### config.mk
export PLATFORM = sky130hd
export DESIGN_NAME = led_level_ramp_sequencer_unit
export DESIGN_NICKNAME = d
export VERILOG_FILES = /design/src/hw/rtl/llrs_pkg.sv /design/src/hw/rtl/llrs_store.sv /design/src/hw/rtl/llrs_div.sv /design/src/hw/rtl/led_level_ramp_sequencer_unit.sv
export VERILOG_INCLUDE_DIRS = /design/src /design/src/hw/rtl
export SDC_FILE = /design/constraint.sdc
export NUM_CORES = 1
export LEC_CHECK = 0
export BUFFER_PORTS_ARGS = -buffer_cell sky130_fd_sc_hd__buf_4
export CAP_MARGIN = 40
export CELL_PAD_IN_SITES_DETAIL_PLACEMENT = 1
export CELL_PAD_IN_SITES_GLOBAL_PLACEMENT = 1
export CORE_UTILIZATION = 37
export CTS_CLUSTER_DIAMETER = 40
export DETAILED_ROUTE_END_ITERATION = 8
export PLACE_DENSITY_LB_ADDON = 0.3
export RECOVER_POWER = 50
export SLEW_MARGIN = 20
export SYNTH_ARGS = -nofsm -noshare
export SYNTH_HDL_FRONTEND = slang
export SYNTH_HIERARCHICAL = 1
export SYNTH_SLANG_ARGS = --single-unit
### constraint.sdc
create_clock -name clk_i -period 6.6 [get_ports clk_i]
set_input_delay 0.66 -clock clk_i [delete_from_list [all_inputs] [get_ports clk_i]]
set_output_delay 0.66 -clock clk_i [all_outputs]
set_load 0.02 [all_outputs]
### src/hw/rtl/led_level_ramp_sequencer_unit_defines.svh
// Assertion macros used by the top RTL file of the level ramp sequencer.
`ifndef LED_LEVEL_RAMP_SEQUENCER_UNIT_DEFINES_SVH
`define LED_LEVEL_RAMP_SEQUENCER_UNIT_DEFINES_SVH

// The condition holds at every clock edge outside reset.
`define LLRS_ASSERT_ALWAYS(name, clk, rst_n, cond, msg) \
  name: assert property (@(posedge clk) disable iff (!rst_n) (cond)) else $error(msg);

// The consequence holds in the same cycle as the cause.
`define LLRS_ASSERT_IMP(name, clk, rst_n, ante, cons, msg) \
  name: assert property (@(posedge clk) disable iff (!rst_n) (ante) |-> (cons)) \
    else $error(msg);

// The consequence holds in the cycle after the cause.
`define LLRS_ASSERT_NEXT(name, clk, rst_n, ante, cons, msg) \
  name: assert property (@(posedge clk) disable iff (!rst_n) (ante) |=> (cons)) \
    else $error(msg);

`endif

### src/hw/rtl/llrs_pkg.sv
package llrs_pkg;

  localparam int LEVEL_BITS   = 16;
  localparam int TICK_BITS    = 16;
  localparam int DIV_CNT_BITS = $clog2(LEVEL_BITS + 1);

  localparam logic [1:0] CMD_TICK    = 2'd0;
  localparam logic [1:0] CMD_WRITE   = 2'd1;
  localparam logic [1:0] CMD_RESTART = 2'd2;

  localparam logic [1:0] CFG_PROGRAM_LENGTH = 2'd0;
  localparam logic [1:0] CFG_PREDELAY_TICKS = 2'd1;
  localparam logic [1:0] CFG_REPEAT_ENABLE  = 2'd2;

  typedef struct packed {
    logic [1:0]  command;
    logic [3:0]  step_index;
    logic [15:0] step_level;
    logic [15:0] step_ticks;
  } in_word_t;

  typedef struct packed {
    logic [15:0] level;
    logic [3:0]  step_position;
    logic        in_transition;
    logic        program_exhausted;
  } out_word_t;

  typedef struct packed {
    logic [LEVEL_BITS-1:0] level;
    logic [TICK_BITS-1:0]  ticks;
  } step_t;

  typedef enum logic [2:0] {
    ST_IDLE,
    ST_RD_LVL,
    ST_RD_DUR,
    ST_DIV_GO,
    ST_DIV_WAIT,
    ST_DONE
  } state_e;

endpackage

### src/hw/rtl/llrs_store.sv
module llrs_store #(
  parameter int DEPTH = 16,
  parameter int AW    = 4
) (
  input  logic               clk_i,
  input  logic               wr_en_i,
  input  logic [AW-1:0]      wr_addr_i,
  input  llrs_pkg::step_t    wr_data_i,
  input  logic               rd_en_i,
  input  logic [AW-1:0]      rd_addr_i,
  output llrs_pkg::step_t    rd_data_o
);

  llrs_pkg::step_t mem_q [DEPTH];
  llrs_pkg::step_t rd_q;

  always_ff @(posedge clk_i) begin
    if (wr_en_i) begin
      mem_q[wr_addr_i] <= wr_data_i;
    end
  end

  always_ff @(posedge clk_i) begin
    if (rd_en_i) begin
      rd_q <= mem_q[rd_addr_i];
    end
  end

  assign rd_data_o = rd_q;

endmodule

### src/hw/rtl/llrs_div.sv
module llrs_div (
  input  logic                          clk_i,
  input  logic                          rst_ni,
  input  logic                          start_i,
  input  logic [llrs_pkg::LEVEL_BITS:0] dividend_i,
  input  logic [llrs_pkg::TICK_BITS-1:0] divisor_i,
  output logic                          done_o,
  output logic [llrs_pkg::LEVEL_BITS:0] quotient_o
);

  localparam int LB = llrs_pkg::LEVEL_BITS;
  localparam int TB = llrs_pkg::TICK_BITS;

  logic [llrs_pkg::DIV_CNT_BITS-1:0] cnt_q, cnt_d;
  logic                              busy_q, busy_d;
  logic                              done_q, done_d;
  logic                              neg_q, neg_d;
  logic [LB-1:0]                     quo_q, quo_d;
  logic [TB:0]                       rem_q, rem_d;
  logic [TB-1:0]                     dvs_q, dvs_d;
  logic [LB:0]                       mag;
  logic [TB:0]                       trial;
  logic [TB:0]                       shifted;

  always_comb begin
    mag     = dividend_i[LB] ? (~dividend_i + 1'b1) : dividend_i;
    shifted = {rem_q[TB-1:0], quo_q[LB-1]};
    trial   = shifted - {1'b0, dvs_q};
    cnt_d   = cnt_q;
    busy_d  = busy_q;
    done_d  = 1'b0;
    neg_d   = neg_q;
    quo_d   = quo_q;
    rem_d   = rem_q;
    dvs_d   = dvs_q;
    if (start_i) begin
      busy_d = 1'b1;
      cnt_d  = llrs_pkg::DIV_CNT_BITS'(LB);
      neg_d  = dividend_i[LB];
      quo_d  = mag[LB-1:0];
      rem_d  = '0;
      dvs_d  = divisor_i;
    end else if (busy_q) begin
      if (shifted >= {1'b0, dvs_q}) begin
        rem_d = trial;
        quo_d = {quo_q[LB-2:0], 1'b1};
      end else begin
        rem_d = shifted;
        quo_d = {quo_q[LB-2:0], 1'b0};
      end
      cnt_d = cnt_q - 1'b1;
      if (cnt_q == llrs_pkg::DIV_CNT_BITS'(1)) begin
        busy_d = 1'b0;
        done_d = 1'b1;
      end
    end
  end

  always_ff @(posedge clk_i or negedge rst_ni) begin
    if (!rst_ni) begin
      cnt_q  <= '0;
      busy_q <= 1'b0;
      done_q <= 1'b0;
    end else begin
      cnt_q  <= cnt_d;
      busy_q <= busy_d;
      done_q <= done_d;
    end
  end

  always_ff @(posedge clk_i) begin
    neg_q <= neg_d;
    quo_q <= quo_d;
    rem_q <= rem_d;
    dvs_q <= dvs_d;
  end

  assign done_o     = done_q;
  assign quotient_o = neg_q ? (~{1'b0, quo_q} + 1'b1) : {1'b0, quo_q};

endmodule

### src/hw/rtl/led_level_ramp_sequencer_unit.sv
// The sequencer takes one word at a time and answers each with one word. A write, restart,
// unused code or tick that neither ramps nor fetches a step goes from acceptance straight to
// the state that loads the output register, and the next word is accepted after that. A tick
// that ramps goes through the bit-serial divider: one state starts it, it makes the 16
// quotient bits one after another, the quotient is taken into the level, and the output
// register is loaded; the next word is accepted once the sequencer is back in idle. A tick
// that also fetches the next step first reads the level and then the ticks of that step from
// the program store; a fetched step with zero ticks does not ramp. The output register is only
// loaded once it is free. A finished result waits there while the next word is accepted.
`include "led_level_ramp_sequencer_unit_defines.svh"

module led_level_ramp_sequencer_unit #(
  parameter int MAX_STEPS = 16
) (
  input  logic                clk_i,
  input  logic                rst_ni,
  input  logic                in_valid_i,
  output logic                in_ready_o,
  input  llrs_pkg::in_word_t  in_data_i,
  output logic                out_valid_o,
  input  logic                out_ready_i,
  output llrs_pkg::out_word_t out_data_o,
  input  logic                cfg_we_i,
  input  logic [1:0]          cfg_index_i,
  input  logic [15:0]         cfg_data_i
);

  localparam int HW = (MAX_STEPS > 1) ? $clog2(MAX_STEPS) : 1;
  localparam int LB = llrs_pkg::LEVEL_BITS;
  localparam int TB = llrs_pkg::TICK_BITS;

  llrs_pkg::state_e    state_q, state_d;
  logic [HW-1:0]       head_q, head_d;
  logic [4:0]          steps_q, steps_d;
  logic [LB-1:0]       cur_q, cur_d;
  logic [LB-1:0]       tgt_q, tgt_d;
  logic [TB-1:0]       ticks_q, ticks_d;
  logic [4:0]          prog_len_q;
  logic [15:0]         predelay_q;
  logic                repeat_q;
  logic                out_valid_q, out_valid_d;
  llrs_pkg::out_word_t out_q, out_d;

  logic                in_fire;
  logic [4:0]          eff_len;
  logic [HW:0]         head_inc;
  logic [HW-1:0]       head_next;
  logic [4:0]          steps_new;
  logic                wr_en;
  logic                rd_en;
  logic [HW-1:0]       rd_addr;
  llrs_pkg::step_t     wr_data;
  llrs_pkg::step_t     rd_data;
  logic                div_start;
  logic                div_done;
  logic [LB:0]         diff;
  logic [LB:0]         delta;
  logic [LB:0]         sum;

  assign in_fire = in_valid_i && in_ready_o;

  always_ff @(posedge clk_i or negedge rst_ni) begin
    if (!rst_ni) begin
      prog_len_q <= '0;
      predelay_q <= '0;
      repeat_q   <= 1'b1;
    end else if (cfg_we_i) begin
      unique case (cfg_index_i)
        llrs_pkg::CFG_PROGRAM_LENGTH: prog_len_q <= cfg_data_i[4:0];
        llrs_pkg::CFG_PREDELAY_TICKS: predelay_q <= cfg_data_i;
        llrs_pkg::CFG_REPEAT_ENABLE:  repeat_q   <= cfg_data_i[0];
        default: ;
      endcase
    end
  end

  always_comb begin
    eff_len   = (32'(prog_len_q) > MAX_STEPS) ? 5'(MAX_STEPS) : prog_len_q;
    head_inc  = {1'b0, head_q} + 1'b1;
    head_next = ((32'(head_inc) >= 32'(eff_len)) || (32'(head_inc) >= MAX_STEPS)) ?
                '0 : head_inc[HW-1:0];
    steps_new = repeat_q ? steps_q : (steps_q - 1'b1);
    wr_en     = in_fire && (in_data_i.command == llrs_pkg::CMD_WRITE) &&
                (32'(in_data_i.step_index) < MAX_STEPS);
    wr_data   = '{level: LB'(in_data_i.step_level), ticks: TB'(in_data_i.step_ticks)};
    diff      = {1'b0, tgt_q} - {1'b0, cur_q};
    sum       = {1'b0, cur_q} + delta;
  end

  llrs_store #(
    .DEPTH (MAX_STEPS),
    .AW    (HW)
  ) u_store (
    .clk_i     (clk_i),
    .wr_en_i   (wr_en),
    .wr_addr_i (HW'(in_data_i.step_index)),
    .wr_data_i (wr_data),
    .rd_en_i   (rd_en),
    .rd_addr_i (rd_addr),
    .rd_data_o (rd_data)
  );

  llrs_div u_div (
    .clk_i      (clk_i),
    .rst_ni     (rst_ni),
    .start_i    (div_start),
    .dividend_i (diff),
    .divisor_i  (ticks_q),
    .done_o     (div_done),
    .quotient_o (delta)
  );

  always_comb begin
    state_d     = state_q;
    head_d      = head_q;
    steps_d     = steps_q;
    cur_d       = cur_q;
    tgt_d       = tgt_q;
    ticks_d     = ticks_q;
    in_ready_o  = 1'b0;
    rd_en       = 1'b0;
    rd_addr     = head_q;
    div_start   = 1'b0;
    out_valid_d = out_valid_q && !out_ready_i;
    out_d       = out_q;
    unique case (state_q)
      llrs_pkg::ST_IDLE: begin
        in_ready_o = 1'b1;
        if (in_valid_i) begin
          state_d = llrs_pkg::ST_DONE;
          if (in_data_i.command == llrs_pkg::CMD_TICK) begin
            if (ticks_q != '0) begin
              state_d = llrs_pkg::ST_DIV_GO;
            end else if (steps_q != '0) begin
              head_d  = head_next;
              steps_d = steps_new;
              if (steps_new != '0) begin
                rd_en   = 1'b1;
                state_d = llrs_pkg::ST_RD_LVL;
              end else begin
                ticks_d = '0;
                cur_d   = tgt_q;
              end
            end else begin
              cur_d = '0;
              tgt_d = '0;
            end
          end else if (in_data_i.command == llrs_pkg::CMD_RESTART) begin
            head_d  = '0;
            steps_d = eff_len;
            tgt_d   = cur_q;
            ticks_d = TB'(predelay_q);
          end
        end
      end
      llrs_pkg::ST_RD_LVL: begin
        tgt_d   = rd_data.level;
        rd_en   = 1'b1;
        state_d = llrs_pkg::ST_RD_DUR;
      end
      llrs_pkg::ST_RD_DUR: begin
        ticks_d = rd_data.ticks;
        state_d = (rd_data.ticks != '0) ? llrs_pkg::ST_DIV_GO : llrs_pkg::ST_DONE;
      end
      llrs_pkg::ST_DIV_GO: begin
        div_start = 1'b1;
        state_d   = llrs_pkg::ST_DIV_WAIT;
      end
      llrs_pkg::ST_DIV_WAIT: begin
        if (div_done) begin
          cur_d   = sum[LB-1:0];
          ticks_d = ticks_q - 1'b1;
          state_d = llrs_pkg::ST_DONE;
        end
      end
      llrs_pkg::ST_DONE: begin
        if (!out_valid_q || out_ready_i) begin
          out_valid_d             = 1'b1;
          out_d.level             = 16'(cur_q);
          out_d.step_position     = 4'(head_q);
          out_d.in_transition     = (ticks_q != '0);
          out_d.program_exhausted = (steps_q == '0);
          state_d                 = llrs_pkg::ST_IDLE;
        end
      end
      default: state_d = llrs_pkg::ST_IDLE;
    endcase
  end

  always_ff @(posedge clk_i or negedge rst_ni) begin
    if (!rst_ni) begin
      state_q     <= llrs_pkg::ST_IDLE;
      head_q      <= '0;
      steps_q     <= '0;
      cur_q       <= '0;
      tgt_q       <= '0;
      ticks_q     <= '0;
      out_valid_q <= 1'b0;
    end else begin
      state_q     <= state_d;
      head_q      <= head_d;
      steps_q     <= steps_d;
      cur_q       <= cur_d;
      tgt_q       <= tgt_d;
      ticks_q     <= ticks_d;
      out_valid_q <= out_valid_d;
    end
  end

  always_ff @(posedge clk_i) begin
    out_q <= out_d;
  end

  assign out_valid_o = out_valid_q;
  assign out_data_o  = out_q;

  `LLRS_ASSERT_ALWAYS(a_head_in_range, clk_i, rst_ni, 32'(head_q) < MAX_STEPS, "head out of range")
  `LLRS_ASSERT_IMP(a_div_done_in_wait, clk_i, rst_ni, div_done, state_q == llrs_pkg::ST_DIV_WAIT, "divider result outside wait")
  `LLRS_ASSERT_NEXT(a_ramp_tick_divides, clk_i, rst_ni, in_fire && (in_data_i.command == llrs_pkg::CMD_TICK) && (ticks_q != '0), state_q == llrs_pkg::ST_DIV_GO, "ramp tick did not start divider")
  `LLRS_ASSERT_NEXT(a_ticks_count_down, clk_i, rst_ni, (state_q == llrs_pkg::ST_DIV_WAIT) && div_done, ticks_q == TB'($past(ticks_q) - 1'b1), "ticks left not decremented")

endmodule
==> qor.txt, run 1 <==
CRITICAL PATH
----------------------------------------------------------------------------------------------------
Worst endpoint data arrival time ......................................................      4820 ps
Critical-path cell with the highest stage delay ....................................... sky130_fd_sc_hd__clkbuf_1
CP startpoint kind ....................................................................    flip-flop
Cell repeated most along the worst path ............................................... sky130_fd_sc_hd__clkbuf_1
Kind of end point of the critical path ................................................    flip-flop
Req. time, crit path ..................................................................      6870 ps
Sum of buffers and inverters on the critical path .....................................            3
Crit path cell chain .................................................................. inv_1 -> and3_2 -> clkbuf_1 -> clkbuf_1 -> or2_2
Critical Setup Path Class .............................................................      reg2reg
Kind of cell adding the most delay to the critical path ............................... buffers and inverters
Crit Path Max Fanout ..................................................................           52
Worst stage delay on the critical path ................................................      1600 ps

DRT
----------------------------------------------------------------------------------------------------
Number of nets still failing antenna checks after routing .............................            0
DR DRC count ..........................................................................            0
Pre-Repair DR Iteration Count .........................................................            5
Routed wire length ....................................................................      81.0 mm
Total vias in the final route .........................................................        18500
Starting DRT DRC Count ................................................................         1405
Post-DR wirelength/cell ...............................................................      24.6 um
Vias/cell .............................................................................         5.60

STA
----------------------------------------------------------------------------------------------------
Final setup violation count ...........................................................            0
Slew at the pin with the worst max-slew slack .........................................      3040 ps
Hold Violations, Final ................................................................            0
Final period util .....................................................................        68.9%
Peak Freq .............................................................................      220 MHz
Unrepaired setup endpoints after global routing .......................................        false
Final critical delay including setup and external delays ..............................      4550 ps
Post-Route Setup TNS ..................................................................         0 ps
Number of slew-limit violations in the final report ...................................          175
Smallest setup slack after layout .....................................................      2050 ps
Rel. slew slack .......................................................................        -102%
Worst setup skew after layout .........................................................      37.0 ps

GLOBAL ROUTING
----------------------------------------------------------------------------------------------------
Global-route wire length before repair ................................................       123 mm
Initial antenna violation count .......................................................            3
Maximum number of pins on one net before global-route repair ..........................          108
Number of global-route vias before repair .............................................        19800
Remaining global-route overflow .......................................................            0
Global-route total usage across every layer ...........................................        19.2%

CTS
----------------------------------------------------------------------------------------------------
CTS-repair resized insts ..............................................................            0
Number of H-tree branching levels .....................................................            3
CTS root buffer ....................................................................... sky130_fd_sc_hd__clkbuf_16
Clock-pin slew reported for the worst setup and hold paths after clock tree synthesis .        60 ps
Clock tree from TritonCTS .............................................................          yes
Clk sinks .............................................................................          705
Maximum clock insertion buffer count ..................................................            3
Source-to-sink clock delay at the later pin of the worst-skew pair ....................       650 ps
Number of buffers created by CTS ......................................................           97

PWR
----------------------------------------------------------------------------------------------------
Total power after layout ..............................................................      16.9 mW
PwrDens ...............................................................................  461 mW/mm^2
Peak VDD IR ...........................................................................   0.000232 V
Leakage power figure ..................................................................      12.5 nW

FINISH
----------------------------------------------------------------------------------------------------
Area added between synthesis and finish ...............................................        18.1%
Design Area, Final ....................................................................  0.0366 mm^2
Total number of nets in the final design ..............................................         2259
Flip-flop count of the largest register after layout ..................................          512
Proportion of layout cells with a drive suffix above 1 ................................        21.0%
Most flops, register .................................................................. u_store/mem_q

YOSYS
----------------------------------------------------------------------------------------------------
Netlist area before placement .........................................................  0.0310 mm^2
Number of warnings issued by yosys ....................................................            6
Synth Area per Inst ...................................................................    15.5 um^2
Number of nets in the synthesized netlist .............................................         2124
Syn Inst Count ........................................................................         2001

FLOORPLANNING
----------------------------------------------------------------------------------------------------
Full die area .........................................................................  0.0848 mm^2
Initial Utilization ...................................................................        37.6%
Floorplan Core Area ...................................................................  0.0824 mm^2
IO Count ..............................................................................           85
Number of cell rows ...................................................................          105
Die extent in y .......................................................................       291 um
Die width .............................................................................       291 um

JOB
----------------------------------------------------------------------------------------------------
Max-capacitance violation count .......................................................            5

MIN PATH
----------------------------------------------------------------------------------------------------
Hold/Removal Path Class ...............................................................       in2reg

PLACED DESIGN
----------------------------------------------------------------------------------------------------
Post-placement cell area ..............................................................  0.0333 mm^2
Buffers added on ports ................................................................           84
Pre-CTS WS ............................................................................      2610 ps
Detailed placement HPWL ...............................................................      53.7 mm
Placer's final routability congestion estimate ........................................        0.813

STATUS
----------------------------------------------------------------------------------------------------
Violations in the final reports ....................................................... max-capacitance violations, max-slew violations
Outcome ............................................................................... finished with violations

[power by group]
group / internal, mW / leakage [nW] / switching, mW / total [mW]
Sequential: 5.36 / 6.65 / 0.490 / 5.85
Clock: 3.27 / 1.62 / 2.13 / 5.39
Combinational: 2.29 / 4.20 / 3.32 / 5.61
Total: 10.9 / 12.5 / 5.93 / 16.9
[cells in the final DEF (no fill, tap or decap), types with 36 or more instances in the layout]
cell	instances
sky130_fd_sc_hd__clkbuf_1	59
sky130_fd_sc_hd__nor2_1	103
sky130_fd_sc_hd__ha_1	59
sky130_fd_sc_hd__dfrtp_1	87
sky130_fd_sc_hd__mux4_2	128
sky130_fd_sc_hd__a22oi_1	67
sky130_fd_sc_hd__o21ai_0	86
sky130_fd_sc_hd__xnor2_1	41
sky130_fd_sc_hd__edfxtp_1	599
sky130_fd_sc_hd__a21oi_1	89
sky130_fd_sc_hd__inv_1	64
sky130_fd_sc_hd__buf_4	58
sky130_fd_sc_hd__nand2_1	103
sky130_fd_sc_hd__clkbuf_16	98
sky130_fd_sc_hd__nor3_1	36
[through the flow]
step	cells	hold slack, ps	util (%)
after floorplan	2001	364	-
after global placement	3078	467	39.8
after detailed placement	3102	461	40.4
after CTS	3287	209	44.5
after global routing	3291	217	44.4
final	3293	243	44.4
[path summary, 6_finish.rpt]
kind	from	to	slack, ps	depth (start not counted)
min	cfg_data_i[12]	predelay_q[12]$_DFFE_PN0P_	240	2
max	state_q[2]$_DFFE_PN0P_	u_div/quo_q[5]$_DFFE_PP_	2050	5
min reg2reg	ticks_q[11]$_DFFE_PN0P_	u_div/dvs_q[11]$_DFFE_PP_	470	0
max reg2reg	state_q[2]$_DFFE_PN0P_	u_div/quo_q[5]$_DFFE_PP_	2050	5
min in group asynchronous	rst_ni	cur_q[6]$_DFFE_PN0P_	970	2
max in group asynchronous	rst_ni	cur_q[3]$_DFFE_PN0P_	3150	3
[area by class of cell]
cell class                 instances  area [um^2]
clock buffer                     107         2490
sequential                       705        20600
inverter                          64          240
antenna                            2         5.00
timing repair buffer             132         1110
multi-input combinational       1136         9870
clock inverter                    77          931
tap                             1070         1340
fill                            8111        45800
[metal layers]
layer	track usage [%]	part of all wire, %
met5	0	0
met4	6.16	2.8
met3	3.52	5.1
met2	31.6	48
met1	25.7	44
[repair_timing]
| action | in CTS | in global routing |
|---|---|---|
| hold buffers | 1 | 0 |
| setup buffers | 0 | 0 |
| hold endpoints to repair | 23 | 0 |
Power figures use the tool's default switching activity.
==> run 2: changes to the inputs <==
==> constraint.sdc (replaced) <==
create_clock -name clk_i -period 4.7 [get_ports clk_i]
set_input_delay 0.47 -clock clk_i [delete_from_list [all_inputs] [get_ports clk_i]]
set_output_delay 0.47 -clock clk_i [all_outputs]
set_load 0.02 [all_outputs]
==> qor.txt, run 2 (synthesis gave the netlist of run 1 again) <==
DRT
----------------------------------------------------------------------------------------------------
Pre-Repair DR Iteration Count .........................................................            5
Vias/cell .............................................................................         5.65
Number of nets still failing antenna checks after routing .............................            0
Total vias in the final route .........................................................        18700
Post-DR wirelength/cell ...............................................................      24.6 um
Routed wire length ....................................................................      81.3 mm
DR DRC count ..........................................................................            0
Starting DRT DRC Count ................................................................         1430

CTS
----------------------------------------------------------------------------------------------------
Clock-pin slew reported for the worst setup and hold paths after clock tree synthesis .        50 ps
CTS-repair resized insts ..............................................................            0
Source-to-sink clock delay at the later pin of the worst-skew pair ....................       650 ps
Maximum clock insertion buffer count ..................................................            3
Clk sinks .............................................................................          705
CTS root buffer ....................................................................... sky130_fd_sc_hd__clkbuf_16
Clock tree from TritonCTS .............................................................          yes
Number of buffers created by CTS ......................................................          103
Number of H-tree branching levels .....................................................            3
Setup Fix Bufs, Post-CTS ..............................................................            0

CRITICAL PATH
----------------------------------------------------------------------------------------------------
Number of cells on the critical path ..................................................            7
CP startpoint kind ....................................................................    flip-flop
Startpoint of the most critical setup path ............................................ head_q[0]$_DFFE_PN0P_
Last element of the critical path ..................................................... head_q[0]$_DFFE_PN0P_
Critical-path cell with the highest stage delay ....................................... sky130_fd_sc_hd__dfrtp_1
Req. time, crit path ..................................................................      5240 ps
Kind of end point of the critical path ................................................    flip-flop
Register-to-register path setup slack .................................................       680 ps
Worst stage delay on the critical path ................................................      1940 ps
Worst endpoint data arrival time ......................................................      4560 ps
Crit Path Max Fanout ..................................................................           32
Startpoint of the most critical register-to-register path ............................. head_q[0]$_DFFE_PN0P_
Reg2reg end ........................................................................... head_q[0]$_DFFE_PN0P_
Critical Setup Path Class .............................................................      reg2reg
Crit path cell chain .................................................................. ha_1 -> and3_1 -> ha_1 -> a211o_1 -> a311oi_1 -> nand2b_1 -> o21ai_0
Cell repeated most along the worst path ............................................... sky130_fd_sc_hd__ha_1
Worst Reg2Reg Path Length in Cells ....................................................            7
Sum of buffers and inverters on the critical path .....................................            0
Kind of cell adding the most delay to the critical path ...............................   flip-flops

FLOORPLANNING
----------------------------------------------------------------------------------------------------
Die extent in y .......................................................................       291 um
Floorplan Core Area ...................................................................  0.0824 mm^2
Die width .............................................................................       291 um
IO Count ..............................................................................           85
Full die area .........................................................................  0.0848 mm^2
Number of cell rows ...................................................................          105
Initial Utilization ...................................................................        37.6%

STATUS
----------------------------------------------------------------------------------------------------
Violations in the final reports ....................................................... max-capacitance violations, max-slew violations
Outcome ............................................................................... finished with violations

STA
----------------------------------------------------------------------------------------------------
Smallest hold slack ...................................................................      58.4 ps
Peak Freq .............................................................................      249 MHz
Final period util .....................................................................        85.6%
Slew at the pin with the worst max-slew slack .........................................      3260 ps
Rel. slew slack .......................................................................        -118%
Worst setup skew after layout .........................................................      34.4 ps
Post-Route Setup TNS ..................................................................         0 ps
Number of slew-limit violations in the final report ...................................          105
Final critical delay including setup and external delays ..............................      4020 ps
Hold Violations, Final ................................................................            0
Final setup violation count ...........................................................            0
Unrepaired setup endpoints after global routing .......................................        false

JOB
----------------------------------------------------------------------------------------------------
Max-capacitance violation count .......................................................            3

PLACED DESIGN
----------------------------------------------------------------------------------------------------
Placer's final routability congestion estimate ........................................        0.836
Detailed placement HPWL ...............................................................      50.9 mm
Buffers added on ports ................................................................           84

MIN PATH
----------------------------------------------------------------------------------------------------
Hold/Removal Path Class ...............................................................       in2reg

GLOBAL ROUTING
----------------------------------------------------------------------------------------------------
Maximum number of pins on one net before global-route repair ..........................           57
Number of global-route vias before repair .............................................        20000
Remaining global-route overflow .......................................................            0
Initial antenna violation count .......................................................            7
Global-route wire length before repair ................................................       124 mm
Global-route total usage across every layer ...........................................        19.2%

FINISH
----------------------------------------------------------------------------------------------------
Number of inserted filler cells in the final layout ...................................         8067
Most flops, register .................................................................. u_store/mem_q
Most common cell after layout, fill and taps aside .................................... sky130_fd_sc_hd__edfxtp_1
Total number of nets in the final design ..............................................         2268
Area added between synthesis and finish ...............................................        17.7%
Proportion of layout cells with a drive suffix above 1 ................................        20.5%
Flip-flop count of the largest register after layout ..................................          512
Highest-count cells in the layout ignoring fill and taps .............................. sky130_fd_sc_hd__edfxtp_1 (599), sky130_fd_sc_hd__mux4_2 (128), sky130_fd_sc_hd__nor2_1 (104), sky130_fd_sc_hd__clkbuf_16 (104), sky130_fd_sc_hd__nand2_1 (103)

PWR
----------------------------------------------------------------------------------------------------
Leakage power figure ..................................................................      12.5 nW
PwrDens ...............................................................................  650 mW/mm^2
Peak VDD IR ...........................................................................   0.000328 V

==> run 2: cell types whose count changed in the layout (fill, tap and decap cells not counted), moves of 3 or more <==
cell,delta
sky130_fd_sc_hd__clkbuf_8,+4
sky130_fd_sc_hd__nor3_4,+4
sky130_fd_sc_hd__clkinv_2,+5
sky130_fd_sc_hd__clkinv_16,-3
sky130_fd_sc_hd__buf_12,+5
sky130_fd_sc_hd__clkbuf_1,+14
sky130_fd_sc_hd__inv_6,-3
sky130_fd_sc_hd__bufinv_16,-4
sky130_fd_sc_hd__buf_16,-9
sky130_fd_sc_hd__nor3_2,-4
sky130_fd_sc_hd__clkinv_1,-3
sky130_fd_sc_hd__clkinvlp_4,-6
sky130_fd_sc_hd__clkbuf_16,+6
==> run 2: repair_timing <==
action	CTS	global route
hold buffers	1	0
endpoints found under the hold margin	49	0
setup endpoints to repair	0	0
==> run 2: power by group <==
group	internal [mW]	total, mW	switching [mW]
Sequential	7.52	8.26	0.741
Combinational	3.25	7.89	4.64
Clock	4.62	7.54	2.92
==> run 2: metal layers <==
metal	GRT usage, %	wire length (um)	vias to the layer above
met5	0	41	-
met4	5.28	1810	6
met3	3.90	4400	133
met2	31.6	39500	469
met1	25.8	35600	9772
li1	-	-	8273
==> run 2: final cells by class <==
class                      instances  area, um^2  area share [%]
timing repair buffer             135         980            2.69
inverter                          64         240           0.659
clock buffer                     122        2710            7.44
tap                             1070        1340            3.67
antenna                            1        2.50         0.00687
multi-input combinational       1136        9890            27.2
sequential                       705       20600            56.4
clock inverter                    67         712            1.95
==> run 2: through the flow <==
stage                     cells  worst slack (ps)  utilization, %  instance area (um^2)  total power, mW
final                      3300               678            44.2                 36400             23.7
after global routing       3300               257            44.2                 36400             24.9
after CTS                  3299               747            44.5                 36700             23.9
after detailed placement   3109               744            40.3                 33200             16.2
after global placement     3101               932            40.2                 33100             15.9
after floorplan            2001               515               -                 31000             13.9
==> run 2: how the worst min path moves through the flow <==
stage / start / to / slack, ps / cells after the start
finish: cfg_data_i[5] / predelay_q[5]$_DFFE_PN0P_ / 60 / 2
global route: cfg_data_i[11] / predelay_q[11]$_DFFE_PN0P_ / 30 / 2
CTS: cfg_data_i[5] / predelay_q[5]$_DFFE_PN0P_ / 30 / 2
detailed placement: cur_q[3]$_DFFE_PN0P_ / out_data_o[9]$_DFFE_PP_ / 470 / 0
global placement: cur_q[3]$_DFFE_PN0P_ / out_data_o[9]$_DFFE_PP_ / 460 / 0
floorplan: rst_ni / cur_q[0]$_DFFE_PN0P_ / 170 / 0
==> run 3: changes to the inputs <==
--- a/config.mk
+++ b/config.mk
@@ -10,7 +10,7 @@
 export CAP_MARGIN = 40
 export CELL_PAD_IN_SITES_DETAIL_PLACEMENT = 1
 export CELL_PAD_IN_SITES_GLOBAL_PLACEMENT = 1
-export CORE_UTILIZATION = 37
+export CORE_UTILIZATION = 53
 export CTS_CLUSTER_DIAMETER = 40
 export DETAILED_ROUTE_END_ITERATION = 8
 export PLACE_DENSITY_LB_ADDON = 0.3
==> qor.txt, run 3 (synthesis gave the netlist of run 1 again) <==
CTS
----------------------------------------------------------------------------------------------------
Hold buffers post-CTS .................................................................            1
Setup Fix Bufs, Post-CTS ..............................................................            0
Clk sinks .............................................................................          705
CTS root buffer ....................................................................... sky130_fd_sc_hd__clkbuf_16
Number of H-tree branching levels .....................................................            3
Clock-pin slew reported for the worst setup and hold paths after clock tree synthesis .        50 ps
Number of buffers created by CTS ......................................................           98
Source-to-sink clock delay at the later pin of the worst-skew pair ....................       660 ps
CTS-repair resized insts ..............................................................            0
Clock tree from TritonCTS .............................................................          yes
Maximum clock insertion buffer count ..................................................            3

CRITICAL PATH
----------------------------------------------------------------------------------------------------
Req. time, crit path ..................................................................      5070 ps
Kind of end point of the critical path ................................................    flip-flop
Worst endpoint data arrival time ......................................................      4340 ps
Crit Path Max Fanout ..................................................................            4
Critical Setup Path Class .............................................................      reg2reg
CP startpoint kind ....................................................................    flip-flop

GLOBAL ROUTING
----------------------------------------------------------------------------------------------------
Global-route wire length before repair ................................................       127 mm
Remaining global-route overflow .......................................................            0
Maximum number of pins on one net before global-route repair ..........................          132
Number of global-route vias before repair .............................................        20600
Initial antenna violation count .......................................................            3
Global-route total usage across every layer ...........................................        28.6%

PWR
----------------------------------------------------------------------------------------------------
PwrDens ...............................................................................  659 mW/mm^2
Proportion of power drawn by flip-flops and latches ...................................        34.5%
Switching power .......................................................................      8.36 mW
Peak VDD IR ...........................................................................   0.000601 V
Clock Power Share .....................................................................        32.0%
Net Sw Frac ...........................................................................        35.1%
Leakage power figure ..................................................................      12.5 nW
Fraction of power consumed by combinational cells .....................................        33.6%
Internal cell power ...................................................................      15.4 mW

FLOORPLANNING
----------------------------------------------------------------------------------------------------
Die extent in y .......................................................................       244 um
Initial Utilization ...................................................................        53.7%
Full die area .........................................................................  0.0594 mm^2
IO Count ..............................................................................           85
Die width .............................................................................       244 um
Number of cell rows ...................................................................           88
Floorplan Core Area ...................................................................  0.0577 mm^2

STA
----------------------------------------------------------------------------------------------------
Slew at the pin with the worst max-slew slack .........................................      2210 ps
Hold Violations, Final ................................................................            0
Worst setup skew after layout .........................................................      28.9 ps
Smallest setup slack after layout .....................................................       723 ps
Final critical delay including setup and external delays ..............................      3980 ps
Unrepaired setup endpoints after global routing .......................................        false
Peak Freq .............................................................................      251 MHz
Final setup violation count ...........................................................            0
Final period util .....................................................................        84.6%
Smallest hold slack ...................................................................      70.1 ps
Rel. slew slack .......................................................................       -47.4%
Post-Route Setup TNS ..................................................................         0 ps
Number of slew-limit violations in the final report ...................................           65

DRT
----------------------------------------------------------------------------------------------------
Pre-Repair DR Iteration Count .........................................................            5
Starting DRT DRC Count ................................................................         1583
DR DRC count ..........................................................................            0
Post-DR wirelength/cell ...............................................................      27.9 um
Number of nets still failing antenna checks after routing .............................            0
Total vias in the final route .........................................................        19100
Vias/cell .............................................................................         6.37
Routed wire length ....................................................................      83.5 mm

PLACED DESIGN
----------------------------------------------------------------------------------------------------
Buffers added on ports ................................................................           84
Detailed placement HPWL ...............................................................      49.6 mm
Placer's final routability congestion estimate ........................................        0.877
Pre-CTS WS ............................................................................       754 ps

STATUS
----------------------------------------------------------------------------------------------------
Violations in the final reports ....................................................... max-capacitance violations, max-slew violations
Outcome ............................................................................... finished with violations

FINISH
----------------------------------------------------------------------------------------------------
Proportion of layout cells with a drive suffix above 1 ................................        20.7%
Area added between synthesis and finish ...............................................        16.5%
Number of inserted filler cells in the final layout ...................................         5244
Most flops, register .................................................................. u_store/mem_q
Most common cell after layout, fill and taps aside .................................... sky130_fd_sc_hd__edfxtp_1
Highest-count cells in the layout ignoring fill and taps .............................. sky130_fd_sc_hd__edfxtp_1 (599), sky130_fd_sc_hd__mux4_2 (128), sky130_fd_sc_hd__nor2_1 (104)
Diodes inserted .......................................................................            0
Total number of nets in the final design ..............................................         2267
Flip-flop count of the largest register after layout ..................................          512

MIN PATH
----------------------------------------------------------------------------------------------------
Hold/Removal Path Class ...............................................................       in2reg

JOB
----------------------------------------------------------------------------------------------------
Max-capacitance violation count .......................................................            2

## run 3: changes by cell type in the layout (fill, tap and decap cells not counted), moves of 2 or more
cell                         change
sky130_fd_sc_hd__buf_6           +2
sky130_fd_sc_hd__bufinv_16       +4
sky130_fd_sc_hd__clkbuf_1        -4
sky130_fd_sc_hd__clkbuf_16       -4
sky130_fd_sc_hd__clkbuf_8        -2
sky130_fd_sc_hd__clkinv_16       +3
sky130_fd_sc_hd__clkinv_4        +2
sky130_fd_sc_hd__clkinvlp_4      +6
sky130_fd_sc_hd__inv_16          -3
sky130_fd_sc_hd__inv_6           -5
sky130_fd_sc_hd__inv_8           -3
## run 3: power by group through the flow
stage	clock [mW]	sequential (mW)	combinational [mW]
after floorplan	0	8.03	5.85
after detailed placement	0	8.30	7.78
after CTS	7.71	8.19	7.95
final	7.60	8.20	7.98
after global routing	7.92	8.27	8.66
after global placement	0	8.26	7.37
## run 3: metrics by stage
step	power, mW	cells	area (um^2)	util [%]
floorplan	13.9	2001	31000	-
global placement	15.6	2797	32700	56.8
detailed placement	16.1	2804	32800	56.9
CTS	23.8	2989	36300	62.9
global route	24.9	2993	36100	62.5
finish	23.8	2993	36100	62.5
## run 3: worst paths after layout
path / slack, ps / end / cells past startpoint / startpoint
max: 720 / u_div/quo_q[13]$_DFFE_PP_ / 14 / cur_q[1]$_DFFE_PN0P_
min: 70 / predelay_q[6]$_DFFE_PN0P_ / 2 / cfg_data_i[6]
max reg2reg: 720 / u_div/quo_q[13]$_DFFE_PP_ / 14 / cur_q[1]$_DFFE_PN0P_
min reg2reg: 500 / out_data_o[8]$_DFFE_PP_ / 0 / cur_q[2]$_DFFE_PN0P_
max in group asynchronous: 1070 / head_q[1]$_DFFE_PN0P_ / 3 / rst_ni
min in group asynchronous: 1030 / tgt_q[8]$_DFFE_PN0P_ / 2 / rst_ni
## run 3: cell type report
cell class | count | area, um^2 | share of cell area [%]
Tap cell | 765 | 957 | 2.65
Sequential cell | 705 | 20600 | 57.0
Clock inverter | 73 | 867 | 2.40
Inverter | 64 | 240 | 0.666
Multi-Input combinational cell | 1136 | 9890 | 27.4
Clock buffer | 111 | 2560 | 7.11
Timing Repair Buffer | 139 | 983 | 2.73
## run 3: worst max-delay path, stage by stage, from the launching register on
cell and delay, ps:
sky130_fd_sc_hd__dfrtp_1 420, sky130_fd_sc_hd__inv_1 140, sky130_fd_sc_hd__ha_1 320, sky130_fd_sc_hd__nor2b_1 140, sky130_fd_sc_hd__o311ai_0 560, sky130_fd_sc_hd__a21oi_1 200
sky130_fd_sc_hd__nor2_1 210, sky130_fd_sc_hd__o21bai_1 120, sky130_fd_sc_hd__xor2_1 170, sky130_fd_sc_hd__or4_1 530, sky130_fd_sc_hd__nor2_1 140, sky130_fd_sc_hd__nand3_1 150
sky130_fd_sc_hd__o31ai_1 290, sky130_fd_sc_hd__xor2_1 210, sky130_fd_sc_hd__a21oi_1 100
## run 3: metal layers
metal | vias to the layer above | part of all wire (%) | GRT usage [%]
met5 | - | 0.032 | 0
met4 | 4 | 2.5 | 8.75
met3 | 136 | 6.8 | 5.45
met2 | 753 | 50 | 47.6
met1 | 9924 | 41 | 38.1
li1 | 8242 | - | -
